**src/slt_pkg.sv**
```systemverilog
// slt_pkg: constants, types and helpers shared by the shell-like tokenizer
// no dependencies
`default_nettype none

package slt_pkg;

    localparam logic [7:0] CH_DQUOTE = 8'h22;
    localparam logic [7:0] CH_SQUOTE = 8'h27;
    localparam logic [7:0] CH_BSLASH = 8'h5C;

    localparam int QUEUE_DEPTH = 4;
    localparam int QUEUE_AW    = $clog2(QUEUE_DEPTH);

    // one queue entry: the byte and what it produces
    typedef struct packed {
        logic [7:0] data;
        logic       has_byte;
        logic       token_end;
    } t_entry;

    function automatic logic is_space(input logic [7:0] c);
        return c inside {8'h20, 8'h09, 8'h0A, 8'h0C, 8'h0D};
    endfunction

endpackage

`default_nettype wire

```
**src/slt_front.sv**
```systemverilog
// slt_front: scanning state and per-byte classification
// depends on slt_pkg
`default_nettype none

module slt_front
    import slt_pkg::*;
(
    input  wire logic       i_clk,
    input  wire logic       i_rst_n,
    input  wire logic       i_accept,
    input  wire logic [7:0] i_byte,
    input  wire logic       i_eos,
    output logic            o_push,
    output t_entry          o_entry
);

    typedef enum logic [1:0] {
        MODE_IDLE  = 2'd0,
        MODE_WORD  = 2'd1,
        MODE_QUOTE = 2'd2
    } t_mode;

    t_mode      r_mode, n_mode;
    logic       r_single, n_single;
    logic       r_esc, n_esc;
    logic       emit_byte, emit_end;
    logic [7:0] close_q;

    always_comb begin
        n_mode    = r_mode;
        n_single  = r_single;
        n_esc     = r_esc;
        emit_byte = 1'b0;
        emit_end  = 1'b0;
        close_q   = r_single ? CH_SQUOTE : CH_DQUOTE;
        case (r_mode)
            MODE_WORD: begin
                if (is_space(i_byte)) begin
                    emit_end = 1'b1;
                    n_mode   = MODE_IDLE;
                end else begin
                    emit_byte = 1'b1;
                end
            end
            MODE_QUOTE: begin
                if (r_esc) begin
                    emit_byte = 1'b1;
                    n_esc     = 1'b0;
                end else if (i_byte == close_q) begin
                    emit_end = 1'b1;
                    n_mode   = MODE_IDLE;
                end else if (i_byte == CH_BSLASH && !i_eos) begin
                    n_esc = 1'b1;
                end else begin
                    emit_byte = 1'b1;
                end
            end
            default: begin
                n_esc = 1'b0;
                if (i_byte == CH_DQUOTE || i_byte == CH_SQUOTE) begin
                    n_mode   = MODE_QUOTE;
                    n_single = (i_byte == CH_SQUOTE);
                end else if (!is_space(i_byte)) begin
                    emit_byte = 1'b1;
                    n_mode    = MODE_WORD;
                end else begin
                    n_mode = MODE_IDLE;
                end
            end
        endcase
        // string end closes any open token and restarts
        if (i_eos) begin
            if (n_mode != MODE_IDLE) begin
                emit_end = 1'b1;
            end
            n_mode   = MODE_IDLE;
            n_single = 1'b0;
            n_esc    = 1'b0;
        end
    end

    assign o_push            = i_accept && (emit_byte || emit_end);
    assign o_entry.data      = i_byte;
    assign o_entry.has_byte  = emit_byte;
    assign o_entry.token_end = emit_end;

    always_ff @(posedge i_clk) begin
        if (!i_rst_n) begin
            r_mode   <= MODE_IDLE;
            r_single <= 1'b0;
            r_esc    <= 1'b0;
        end else if (i_accept) begin
            r_mode   <= n_mode;
            r_single <= n_single;
            r_esc    <= n_esc;
        end
    end

`ifndef ASSERT_OFF
    a_eos_restarts: assert property (@(posedge i_clk) disable iff (!i_rst_n)
        (i_accept && i_eos) |=> (r_mode == MODE_IDLE && !r_esc && !r_single))
        else $error("scanner not back to idle after string end");
    a_esc_in_quote: assert property (@(posedge i_clk) disable iff (!i_rst_n)
        r_esc |-> (r_mode == MODE_QUOTE))
        else $error("escape pending outside quotes");
`endif

endmodule

`default_nettype wire

```
**src/slt_queue.sv**
```systemverilog
// slt_queue: short queue of classified entries between front and back
// depends on slt_pkg
`default_nettype none

module slt_queue
    import slt_pkg::*;
(
    input  wire logic i_clk,
    input  wire logic i_rst_n,
    input  wire logic i_wr,
    input  t_entry    i_wr_entry,
    input  wire logic i_rd,
    output t_entry    o_rd_entry,
    output logic      o_full,
    output logic      o_empty
);

    localparam logic [QUEUE_AW:0] DEPTH_CNT = (QUEUE_AW + 1)'(QUEUE_DEPTH);

    t_entry              r_mem [QUEUE_DEPTH];
    logic [QUEUE_AW-1:0] r_wr_ptr, r_rd_ptr;
    logic [QUEUE_AW:0]   r_count;
    logic                do_wr, do_rd;

    assign o_full     = (r_count == DEPTH_CNT);
    assign o_empty    = (r_count == '0);
    assign do_wr      = i_wr && !o_full;
    assign do_rd      = i_rd && !o_empty;
    assign o_rd_entry = r_mem[r_rd_ptr];

    always_ff @(posedge i_clk) begin
        if (do_wr) begin
            r_mem[r_wr_ptr] <= i_wr_entry;
        end
    end

    always_ff @(posedge i_clk) begin
        if (!i_rst_n) begin
            r_wr_ptr <= '0;
            r_rd_ptr <= '0;
            r_count  <= '0;
        end else begin
            if (do_wr) begin
                r_wr_ptr <= r_wr_ptr + 1'b1;
            end
            if (do_rd) begin
                r_rd_ptr <= r_rd_ptr + 1'b1;
            end
            case ({do_wr, do_rd})
                2'b10:   r_count <= r_count + 1'b1;
                2'b01:   r_count <= r_count - 1'b1;
                default: r_count <= r_count;
            endcase
        end
    end

`ifndef ASSERT_OFF
    a_count_bound: assert property (@(posedge i_clk) disable iff (!i_rst_n)
        r_count <= DEPTH_CNT)
        else $error("queue count beyond depth");
`endif

endmodule

`default_nettype wire

```
**src/slt_back.sv**
```systemverilog
// slt_back: expands each queue entry into its byte and token-end results
// depends on slt_pkg
`default_nettype none

module slt_back
    import slt_pkg::*;
(
    input  wire logic       i_clk,
    input  wire logic       i_rst_n,
    input  wire logic       i_q_empty,
    input  t_entry          i_q_entry,
    output logic            o_q_pop,
    input  wire logic       i_pop,
    output logic            o_empty,
    output logic [7:0]      o_out_byte,
    output logic            o_has_byte,
    output logic            o_token_end,
    output logic            o_run_last
);

    t_entry r_ent;
    logic   r_valid;
    logic   r_second;
    logic   show_byte, take, load;

    // byte result goes first, token end second
    assign show_byte   = r_ent.has_byte && !r_second;
    assign o_empty     = !r_valid;
    assign o_out_byte  = show_byte ? r_ent.data : 8'd0;
    assign o_has_byte  = show_byte;
    assign o_token_end = !show_byte;
    assign o_run_last  = !(show_byte && r_ent.token_end);

    assign take    = i_pop && r_valid;
    assign load    = !r_valid || (take && o_run_last);
    assign o_q_pop = load && !i_q_empty;

    always_ff @(posedge i_clk) begin
        if (load) begin
            r_ent <= i_q_entry;
        end
    end

    always_ff @(posedge i_clk) begin
        if (!i_rst_n) begin
            r_valid  <= 1'b0;
            r_second <= 1'b0;
        end else if (load) begin
            r_valid  <= !i_q_empty;
            r_second <= 1'b0;
        end else if (take) begin
            r_second <= 1'b1;
        end
    end

`ifndef ASSERT_OFF
    a_second_needs_both: assert property (@(posedge i_clk) disable iff (!i_rst_n)
        r_second |-> (r_valid && r_ent.has_byte && r_ent.token_end))
        else $error("second result without a two-result entry");
    a_entry_not_blank: assert property (@(posedge i_clk) disable iff (!i_rst_n)
        r_valid |-> (r_ent.has_byte || r_ent.token_end))
        else $error("entry held that produces no result");
`endif

endmodule

`default_nettype wire

```
**src/shell_like_tokenizer.sv**
```systemverilog
// shell_like_tokenizer: top level, front scanner, entry queue and result expander
// depends on slt_pkg, slt_front, slt_queue, slt_back
`default_nettype none

// Splits a byte stream into shell-style tokens, one input byte per item.
// Whitespace (space, tab, LF, FF, CR) separates words; a single or double
// quote seen between tokens opens a quoted token that runs to the matching
// quote, with backslash escaping the next byte inside quotes (a backslash that
// is the final byte of the string is kept as is). Each token byte comes out as
// one result item, and every token is closed by a separate token-end item;
// run_last marks the last result of each input byte. The front scanner takes a
// byte in every cycle while full is low and writes an entry into a four-deep
// queue only when the byte produces something; the back expander turns each
// entry into one or two result items, one per cycle while pop is held. So
// input runs at one byte a cycle while full is low, output at one result a
// cycle while pop is held and a result is ready, and a byte giving two
// results (a byte plus token end at string end) presents them as two items.
// A result reaches the output through the queue entry and then the output
// register of the back expander. Bytes that produce nothing (whitespace between
// tokens, opening quotes, escaping backslashes) are taken but write no entry.
module shell_like_tokenizer
    import slt_pkg::*;
(
    input  wire logic       i_clk,
    input  wire logic       i_rst_n,
    // input side
    input  wire logic       push,
    output logic            full,
    input  wire logic [7:0] i_in_byte,
    input  wire logic       i_end_of_string,
    // result side
    output logic            empty,
    input  wire logic       pop,
    output logic [7:0]      o_out_byte,
    output logic            o_has_byte,
    output logic            o_token_end,
    output logic            o_run_last
);

    logic   accept;
    logic   f_push;
    t_entry f_entry;
    t_entry q_entry;
    logic   q_pop, q_empty, q_full;

    // item taken whenever the queue has room
    assign full   = q_full;
    assign accept = push && !q_full;

    // front: scanning state, decides byte and token-end per item
    slt_front u_front (
        .i_clk    (i_clk),
        .i_rst_n  (i_rst_n),
        .i_accept (accept),
        .i_byte   (i_in_byte),
        .i_eos    (i_end_of_string),
        .o_push   (f_push),
        .o_entry  (f_entry)
    );

    // decoupling queue, lets a stalled consumer not block the scanner at once
    slt_queue u_queue (
        .i_clk      (i_clk),
        .i_rst_n    (i_rst_n),
        .i_wr       (f_push),
        .i_wr_entry (f_entry),
        .i_rd       (q_pop),
        .o_rd_entry (q_entry),
        .o_full     (q_full),
        .o_empty    (q_empty)
    );

    // back: holds the current entry and presents its results in order
    slt_back u_back (
        .i_clk       (i_clk),
        .i_rst_n     (i_rst_n),
        .i_q_empty   (q_empty),
        .i_q_entry   (q_entry),
        .o_q_pop     (q_pop),
        .i_pop       (pop),
        .o_empty     (empty),
        .o_out_byte  (o_out_byte),
        .o_has_byte  (o_has_byte),
        .o_token_end (o_token_end),
        .o_run_last  (o_run_last)
    );

endmodule

`default_nettype wire

```
**config.mk**
```make
export PLATFORM = sky130hd
export DESIGN_NAME = shell_like_tokenizer
export DESIGN_NICKNAME = d
export VERILOG_FILES = /design/src/slt_pkg.sv /design/src/slt_front.sv /design/src/slt_queue.sv /design/src/slt_back.sv /design/src/shell_like_tokenizer.sv
export SDC_FILE = /design/constraint.sdc
export NUM_CORES = 1
export LEC_CHECK = 0
export ABC_CLOCK_PERIOD_IN_PS = 7120
export BUFFER_PORTS_ARGS = -buffer_cell sky130_fd_sc_hd__buf_2
export CAP_MARGIN = 5
export CORE_MARGIN = 2
export CORE_UTILIZATION = 35
export DETAILED_ROUTE_END_ITERATION = 12
export GPL_ROUTABILITY_DRIVEN = 1
export HOLD_SLACK_MARGIN = 0.03
export SYNTH_ARGS = -nofsm -noshare
export SYNTH_HDL_FRONTEND = slang
export SYNTH_SLANG_ARGS = --single-unit
```
**constraint.sdc**
```tcl
create_clock -name i_clk -period 7.12 [get_ports i_clk]
set_clock_uncertainty 0.1 [all_clocks]
set_input_delay 0 -clock i_clk [delete_from_list [all_inputs] [get_ports i_clk]]
set_output_delay 0 -clock i_clk [all_outputs]
set_load 0.01 [all_outputs]
```
* Word level (Yosys, flattened, before mapping)
Memory sizes are Yosys's and may differ from the RTL's. A register that Yosys moved wholly into a read port is not among the register bits.
Index checks and enable logic that the tools add are counted.
** Storage, ports and cells
- Register bits :: 13
- Bits in latches :: 0
- Memory bits (writable) :: 40
- Memory bits (read-only) :: 0
- Output and inout bits :: 13
- Word-level logic and storage cells :: 91
- Memories :: 1
** Memory list
- u_queue.r_mem :: depth 4, width 10, read ports 1, clocked after memory_dff 1, wr ports 1, line slt_queue.sv:20 : t_entry r_mem [QUEUE_DEPTH];
** Operators by class
- Add/sub/neg operators :: 4
- $mul :: 0
- Div/mod/pow operators :: 0
- Magnitude comparators :: 0
- Eq/ne operators :: 16
- Shift-type cells :: 0
- Multiplexer cells :: 32
- Bitwise logic cells :: 1
- Reduce and logical (&&, ||, !) cells :: 29
** Operators by type and width (number)
- $eq A8 B4 Y1 const B :: 4
- $eq A8 B6 Y1 const B :: 3
- $mux W1 :: 20
- $logic_and A1 B1 Y1 :: 10
- $mux W2 :: 5
- $eq A8 B7 Y1 const B :: 1
- $eq A8 B8 Y1 :: 1
- $mux W8 :: 1
- $logic_not A1 Y1 :: 7
- $pmux W1 S2 :: 3
- $pmux W3 S2 :: 1
- $reduce_bool A2 Y1 :: 3
- $reduce_bool A5 Y1 :: 1
- $add A2 B1 Y2 const B :: 2
- $eq A2 B1 Y1 const B :: 2
- $eq A2 B2 Y1 const B :: 2
- $pmux W2 S2 :: 1
- $reduce_or A2 Y1 :: 2
- $add A3 B1 Y3 const B :: 1
- $eq A3 B3 Y1 const B :: 1
- $logic_not A3 Y1 :: 1
- $logic_or A1 B1 Y1 :: 3
- $mux W3 :: 1
- $reduce_and A3 Y1 :: 1
- 5 further kinds :: 5

* Longest topological paths before layout
Gate-level depths: netlist (run 1).
- Depth after elaboration :: 13
- Depth in mapped cells :: 15
- Depth with buffers taken out :: 15

* Modules after synthesis
A second synthesis (run 1) with hierarchy kept.
** Unflattened totals
- Cells, all modules :: 214
- Area total of the unflattened synthesis :: 2996.6 µm²
** Modules (own cells, without submodules)
- slt_queue :: instances 1, cells each 106, area each 1933.1 µm²
- slt_front :: instances 1, cells each 73, area each 526.8 µm²
- slt_back :: instances 1, cells each 34, area each 523.0 µm²
- shell_like_tokenizer :: instances 1, cells each 1, area each 13.8 µm²

* Least setup slack after synthesis (run 1)
Ideal clock, no wire load.
- Kind :: reg-to-reg
- From :: register u_front.r_mode[0]
- To :: register u_queue.r_count[2]
- Arrival time :: 2.857 ns
- Required time :: 6.944 ns
- Setup slack :: 4.087 ns
- Cell stages (with the launch flop) :: 16
- Path through :: dfxtp_1 > inv_1 > ha_1 > nor2b_1 > o32a_1 > a31oi_1 > a21oi_1 > o31ai_2 > a21oi_2 > inv_1 > ha_1 > inv_1 > fa_1 > xor2_1 > or3_1 > a21boi_0
** On the way
- Word-level cells in the longest chain between the ends :: 11
- Elaborated cells between the ends (all ways) :: 18
- Those cells by class :: eq/ne: 4; mux: 9; reduce/logical: 5
** Ends and longest elaborated chain
- from (decl) :: line slt_front.sv:23 : t_mode r_mode, n_mode;
- from (signal assigned) :: line slt_front.sv:93 : r_mode <= n_mode;
- $mux W2 :: line slt_front.sv:49 : end else if (i_byte == close_q) begin
- $mux W2 :: line slt_front.sv:46 : if (r_esc) begin
- $pmux W2 S2 :: line slt_front.sv:36 : case (r_mode)
- $reduce_bool A2 Y1 :: line slt_front.sv:73 : if (n_mode != MODE_IDLE) begin
- $mux W1 :: line slt_front.sv:73
- $mux W1 :: line slt_front.sv:72 : if (i_eos) begin
- $logic_or A1 B1 Y1 (*) :: line slt_front.sv:82 : assign o_push = i_accept && (emit_byte || emit_end);
- $logic_and A1 B1 Y1 (*) :: line slt_front.sv:82
- $logic_and A1 B1 Y1 (*) :: line slt_queue.sv:27 : assign do_wr = i_wr && !o_full;
- $eq A2 B1 Y1 or $eq A2 B2 Y1 (tied branches) :: line slt_queue.sv:49 : case ({do_wr, do_rd})
- $pmux W3 S2 or $reduce_bool A2 Y1 (tied branches)
- to (signal assigned) :: line slt_queue.sv:50 : 2'b10: r_count <= r_count + 1'b1;
- to (signal assigned) :: line slt_queue.sv:51 : 2'b01: r_count <= r_count - 1'b1;
- to (signal assigned) :: line slt_queue.sv:52 : default: r_count <= r_count;
- to (decl) :: line slt_queue.sv:22 : logic [QUEUE_AW:0] r_count;
Mark *: on every way between the ends. The rest lies on a longest branch, timed or not.
A chain may end at the register's enable or synchronous reset.

* Worst setup path in the final report (run 1)
- From :: input i_in_byte[0]
- To :: register u_queue.r_count[2]
** On the way
- Word-level cells in the longest chain between the ends :: 13
- Elaborated cells between the ends (all ways) :: 38
- Those cells by class :: eq/ne: 11; mux: 19; reduce/logical: 8
** Ends and longest elaborated chain
- from (decl) :: line shell_like_tokenizer.sv:29 : input wire logic [7:0] i_in_byte,
- $eq A8 B6 Y1 or $eq A8 B4 Y1 (tied branches) :: line slt_pkg.sv:22 : return c inside {8'h20, 8'h09, 8'h0A, 8'h0C, 8'h0D};
- $reduce_bool A5 Y1 :: line slt_pkg.sv:22
- $mux W1 :: line slt_front.sv:38, slt_front.sv:63
- $mux W2 :: line slt_front.sv:60 : if (i_byte == CH_DQUOTE || i_byte == CH_SQUOTE) begin
- $pmux W2 S2 :: line slt_front.sv:36
- $reduce_bool A2 Y1 :: line slt_front.sv:73
- $mux W1 :: line slt_front.sv:73
- $mux W1 :: line slt_front.sv:72
- $logic_or A1 B1 Y1 (*) :: line slt_front.sv:82
- $logic_and A1 B1 Y1 (*) :: line slt_front.sv:82
- $logic_and A1 B1 Y1 (*) :: line slt_queue.sv:27
- $eq A2 B1 Y1 or $eq A2 B2 Y1 (tied branches) :: line slt_queue.sv:49
- $pmux W3 S2 or $reduce_bool A2 Y1 (tied branches)
Marked as above.

==> metrics.md, run 1 <==
| Metric | Value |
|---|---|
| YS warnings | `0` |
| DP Cell Count | `322` |
| Worst slew pin tran | `about 0.78 ns` |
| # setup viols final | `0` |
| Arrival time at the worst endpoint | `approximately 3.6 ns` |
| CTS tree | `built` |
| Final critical-path setup slack | `around 3.7 ns` |
| Fin. Hold Viols | `0` |
| Starting Density | `about 36%` |
| Peak VDD IR | `0.000110 V` |
| Startpoint types | `primary input` |
| Initial antenna violation count | `0` |
| Ant. Diodes | `0` |
| Synth cell types | `40` |
| Ys async rst share | `0%` |
| CTS max path bufs | `2` |
| Critical Path Fanout Max | `11` |
| Fmax | `slightly below 300 MHz` |
| Worst Path Required | `7.27 ns` |
| Critical path's largest stage delay | `0.56 ns` |
| First-pass GRT wire length | `8.29 mm` |
| Setup CP Type | `primary input to register` |
| Post-DR wirelength/cell | `14.1 µm` |
| Worst skew pair latency | `0.33 ns` |
| Cell Chain, Critical Path | `dlygate4sd3_1 -> buf_2 -> or4b_4 -> o32a_1 -> a31oi_1 -> a21oi_1 -> o31ai_2 -> a21oi_2 -> inv_1 -> ha_1 -> inv_1 -> fa_1 -> xor2_1 -> or3_1 -> a21boi_0` |
| CP max-delay cell | `or4b_4` |
| Antenna viol nets, final | `0` |
| Worst path most repeated cell | `inv_1` |
| Ports | `26` |
| Most common cell after layout, fill and taps aside | `edfxtp_1` |
| CTS Buf Count | `9` |
| Max capacitance violation total | `0` |
| Cell Pwr Density | `332 mW/mm²` |
| RePlAce Congestion | `0.749` |
| HPWL after detailed placement | `3.36 mm` |
| Final cell count without fillers | `about 350` |
| Clock Sink Count | `63` |
| Seq cells post-synth | `63` |
| Sequential-to-total area share from yosys stat | `63.1%` |
| Post-Syn Nets | `approximately 220` |
| Setup TNS | `0 ns` |
| Final hold slack | `0.0519 ns` |
| Die Y | `93.3 µm` |
| Synth Flop Type | `edfxtp_1` |
| Global Route Usage Sum | `12.8%` |
| Hold WC Path Type | `primary input to register` |
| Fin crit share | `48.4%` |
| Layout cells sized above 1 | `21.7%` |
| Via count | `around 1700` |
| Layout Nets | `265` |
| Number of post-CTS setup repair buffers | `0` |
| Synthesized area | `0.00279 mm²` |
| Lkg Pwr | `~1.2 nW` |
| DRC errors left | `0` |
| Pins Over Slew Limit | `0` |
| Iter 0 DRT Violations | `86` |
| Max-slew headroom | `47.7%` |
| Core ar. | `0.00773 mm²` |
| Pre-CTS WS | `approximately 3.8 ns` |
| Detailed Routing Iterations Pass 1 | `4` |
| Reg clk slew, reported paths | `~0.070 ns` |
| Total power | `1.11 mW` |
| Avg Cell Area, Syn | `14.0 µm²` |
| CP top delay family | `compound AO/OA/AOI/OAI gates` |
| Post-synth EDFFs | `50` |
| RSZ-0062 raised after global routing | `false` |
| Status | `finished clean` |
| Largest net degree at the start of global routing | `16` |
| CP bufs+invs | `4` |
| Vias per std cell | `4.81` |
| Commonest cells after routing, fill and taps aside | `edfxtp_1, buf_2, and2_1` |
| CTS Root Cell | `clkbuf_8` |
| CTS H-Tree Depth | `3` |
| DIE AREA | `0.00870 mm²` |
| Synth-to-layout area growth | `19.8%` |
| Post-cts repair resize count | `0` |
| Minimum clock period | `3.45 ns` |
| Crit end category | `register` |
| Port Buf Inserts | `25` |
| Global route overflow | `0` |
| Final wirelength | `4.95 mm` |
| Synth Instances | `200` |
| Die width | `between 90 and 100 µm` |
| Vias in the first global route | `1640` |
| Site Rows | `32` |
[final timing paths]
kind                                                    start                               to  slack [ns]  cells past startpoint
worst max-delay path                             i_in_byte[0]  u_queue.r_count[2]$_SDFFE_PN0P_        3.67                     15
worst max register to register     u_front.r_esc$_SDFFE_PN0P_  u_queue.r_count[2]$_SDFFE_PN0P_        3.75                     12
worst min register to register  u_front.r_single$_SDFFE_PN0P_    u_front.r_single$_SDFFE_PN0P_        0.39                      2
worst min-delay path                                     push   u_front.r_mode[0]$_SDFFE_PN0P_        0.05                      4
[metrics by stage]
step	instance area, µm²	util [%]
6_report	3340	43.2
2_1_floorplan	2790	-
5_1_grt	3340	43.2
3_3_place_gp	3020	39.1
4_1_cts	3340	43.2
3_5_place_dp	3020	39.1
[logic make-up after synthesis]
group	Yosys count	synth area share, %
AND/OR/NAND/NOR	70	14.0
flip-flops	63	63.1
XOR/XNOR	4	1.26
adder cells (fa/ha/maj)	8	3.86
buffers and inverters	17	2.29
multiplexers	12	8.79
AO/OA/AOI/OAI	26	6.64
[routing by layer]
layer	share of wire [%]	up-vias	track usage, %	wire, µm
met2	47	29	19.5	2340
li1	-	833	-	-
met1	48	823	16.6	2380
met3	3.4	4	4.59	169
met4	1.3	0	5.15	63
met5	0	-	0	0
[cell type report]
class	instances	area (µm²)
clock buffer	10	128
tap	102	128
clock inverter	6	60.1
inverter	12	45.0
multi-input combinational	120	965
fill	713	4390
timing repair buffer	38	255
sequential	63	1760
[state kept, by name (all words and copies together), names as in the netlist]
name and cells:
u_queue.r_mem 40, u_back.r_ent 10, u_queue.r_count 3, u_front.r_mode 2
u_queue.r_rd_ptr 2, u_queue.r_wr_ptr 2, u_back.r_second 1, u_back.r_valid 1
u_front.r_esc 1, u_front.r_single 1
[synthesized netlist by cell type (2+ instances only)]
| cell type | n | area (µm²) |
|---|---|---|
| inv_1 | 12 | 45.0 |
| o2111ai_1 | 3 | 26.3 |
| nand2b_1 | 3 | 18.8 |
| dfxtp_1 | 13 | 260 |
| and3_1 | 2 | 12.5 |
| mux4_2 | 10 | 225 |
| mux2i_1 | 2 | 20.0 |
| edfxtp_1 | 50 | 1500 |
| a21boi_0 | 5 | 37.5 |
| a21oi_1 | 3 | 15.0 |
| and2_1 | 17 | 106 |
| nor2b_1 | 5 | 31.3 |
| or3_1 | 2 | 12.5 |
| nor3_1 | 5 | 25.0 |
| ha_1 | 7 | 87.6 |
| nand3_1 | 3 | 15.0 |
| nand2_1 | 14 | 52.6 |
| nor2_1 | 9 | 33.8 |
| xor2_1 | 2 | 17.5 |
| o21ai_0 | 7 | 35.0 |
| clkbuf_1 | 4 | 15.0 |
| xnor2_1 | 2 | 17.5 |
| nand4_1 | 2 | 12.5 |
| nor3b_1 | 2 | 15.0 |
[power by group]
part | switching [mW] | internal (mW) | total (mW)
Combinational | 0.142 | 0.144 | 0.287
Sequential | 0.0460 | 0.482 | 0.528
Clock | 0.135 | 0.161 | 0.295
Total | 0.323 | 0.787 | 1.11
[repair_timing]
action,in CTS,in global routing
hold buffers,13,0
endpoints found under the setup margin,0,0
hold endpoints to repair,45,0
[worst register-to-register path, delay by kind of cell, from the launching register on]
family | cells | cell delay (ns)
AND/OR/NAND/NOR | 4 | 1.46
adder cells (fa/ha/maj) | 2 | 0.60
flip-flops | 1 | 0.35
AO/OA/AOI/OAI | 3 | 0.50
XOR/XNOR | 1 | 0.16
buffers and inverters | 2 | 0.15
No activity file was read; power rests on OpenSTA's default activity.
==> inputs of run 2 (changes only) <==
ABC_CLOCK_PERIOD_IN_PS = 2900   (was 7120)
clock period = 2.9 ns   (was 7.12 ns; I/O delays follow)
==> metrics.md, run 2 (synthesis results as in run 1) <==
| Metric | Value |
|---|---|
| Critical Path Fanout Max | `6` |
| Fin crit share | `between 90% and 100%` |
| Largest register by flop count | `u_queue.r_mem` |
| CTS Root Cell | `clkbuf_8` |
| Die width | `93.3 µm` |
| Via count | `between 1500 and 2000` |
| Starting Density | `36.1%` |
| Peak VDD IR | `0.000345 V` |
| Biggest regs | `u_queue.r_mem: 40 flops, u_back.r_ent: 10 flops, u_queue.r_count: 3 flops` |
| Core ar. | `0.00773 mm²` |
| Vias per std cell | `around 5` |
| Most common cell after layout, fill and taps aside | `edfxtp_1` |
| Layout cells sized above 1 | `roughly 33%` |
| Setup CP Type | `primary input to register` |
| # setup viols final | `0` |
| Fmax | `~350 MHz` |
| Reg clk slew, reported paths | `around 0.070 ns` |
| Reg-to-Reg Start | `u_front.r_mode[0]$_SDFFE_PN0P_` |
| Site Rows | `32` |
| FF-to-FF path depth | `15` |
| Total power | `2.86 mW` |
| Die Y | `93.3 µm` |
| Post-DR wirelength/cell | `14.5 µm` |
| Antenna viol nets, final | `0` |
| Hold path cells | `4` |
| First-pass GRT wire length | `8.90 mm` |
| Startpoint types | `primary input` |
| Global route overflow | `0` |
| Crit path from | `i_in_byte[4]` |
| Port Buf Inserts | `25` |
| Lkg Pwr | `1.33 nW` |
| Largest net degree at the start of global routing | `16` |
| Final core occ | `46.7%` |
| Commonest cells after routing, fill and taps aside | `edfxtp_1, buf_2, buf_4` |
| CTS tree | `built` |
| Max capacitance violation total | `0` |
| Initial antenna violation count | `0` |
| Ports | `26` |
| Hold WC Path Type | `primary input to register` |
| DIE AREA | `0.00870 mm²` |
| Worst Path Required | `slightly above 3 ns` |
| Vias in the first global route | `1873` |
| Ant. Diodes | `0` |
| Final wirelength | `5.40 mm` |
| HPWL after detailed placement | `3.61 mm` |
| DRC errors left | `0` |
| Cell Pwr Density | `794 mW/mm²` |
| Global Route Usage Sum | `13.9%` |
| Pins Over Slew Limit | `0` |
| Layout Nets | `286` |
| Synth-to-layout area growth | `29.2%` |
| Arrival time at the worst endpoint | `3.06 ns` |
| Worst r2r dst | `u_queue.r_count[2]$_SDFFE_PN0P_` |
| Clock Sink Count | `63` |
| Max reg flops | `40` |
| Worst skew pair latency | `0.34 ns` |
| RePlAce Congestion | `just under 0.8` |
| RSZ-0062 raised after global routing | `true` |
| Minimum clock period | `2.89 ns` |
| Crit end category | `register` |
| CTS H-Tree Depth | `3` |
| Max-slew headroom | `~50%` |
| Status | `finished clean` |
| Hold Path Origin | `i_end_of_string` |
| Iter 0 DRT Violations | `55` |
| Worst slew pin tran | `roughly 0.77 ns` |
| FF-to-FF setup slack | `around 0.03 ns` |
| CTS Buf Count | `9` |
| Fin. Hold Viols | `0` |
| Detailed Routing Iterations Pass 1 | `4` |
| Hold Crit Endpoint | `u_front.r_esc$_SDFFE_PN0P_` |
| CTS max path bufs | `2` |
-- run 2: layout make-up --
type,count,area [µm²]
clock buffers,13,170
well taps,102,128
flip-flops and latches,63,1760
inverters,12,45.0
repair buffers,59,413
multi-input cells,120,1050
clock inverters,3,40.0
fillers,675,4120
-- run 2: repair_timing --
| action | in CTS | in global routing |
|---|---|---|
| setup endpoints to repair | 1 | 2 |
| resized for setup | 9 | 2 |
| buffers inserted | 2 | 1 |
| hold buffers | 13 | 0 |
| gates cloned | 0 | 0 |
| endpoints found under the hold margin | 45 | 0 |
| pin swaps | 7 | 2 |
-- run 2: report_power, final --
group	switching [mW]	internal (mW)
clock network	0.318	0.470
registers	0.110	1.18
logic	0.376	0.405
total	0.805	2.06
-- run 2: critical path, stage by stage --
cell	delay [ns]
buf_2	0.11
dlygate4sd3_1	0.55
buf_4	0.16
or3_1	0.41
a31oi_4	0.20
a21oi_2	0.08
o31ai_4	0.27
a21oi_2	0.09
inv_1	0.07
ha_2	0.16
inv_1	0.05
fa_2	0.33
xor2_1	0.16
or3_1	0.30
a21boi_1	0.11
-- run 2: worst max-delay path by stage --
| stage | to | slack [ns] | depth (start not counted) |
|---|---|---|---|
| floorplan | u_queue.r_count[2]$_SDFFE_PN0P_ | 0.007 | 15 |
| global placement | u_queue.r_count[2]$_SDFFE_PN0P_ | -0.02 | 14 |
| detailed placement | u_queue.r_count[2]$_SDFFE_PN0P_ | -0.10 | 14 |
| CTS | u_queue.r_count[2]$_SDFFE_PN0P_ | 0.0003 | 16 |
| global route | u_queue.r_count[2]$_SDFFE_PN0P_ | -0.10 | 15 |
| finish | u_queue.r_count[2]$_SDFFE_PN0P_ | 0.01 | 15 |
-- run 2: per-layer routing --
metal	GRT usage, %	wire length, µm	part of all wire (%)
met1	15.6	2400	44
met2	24.0	2650	49
met3	4.03	244	4.5
met4	7.11	111	2.1
met5	0	0	0
-- run 2: per-stage QoR --
step / worst slack (ns) / hold slack, ns / cells / area [µm²] / setup TNS (ns)
global route: -0.100 / 0.0597 / 372 / 3610 / -0.111
CTS: 0.000314 / 0.0301 / 371 / 3590 / 0
detailed placement: -0.103 / 0.178 / 340 / 3190 / -0.103
floorplan: 0.00728 / -0.00113 / 200 / 2820 / 0
finish: 0.0148 / 0.0336 / 372 / 3610 / 0
global placement: -0.0205 / 0.170 / 340 / 3190 / -0.0205
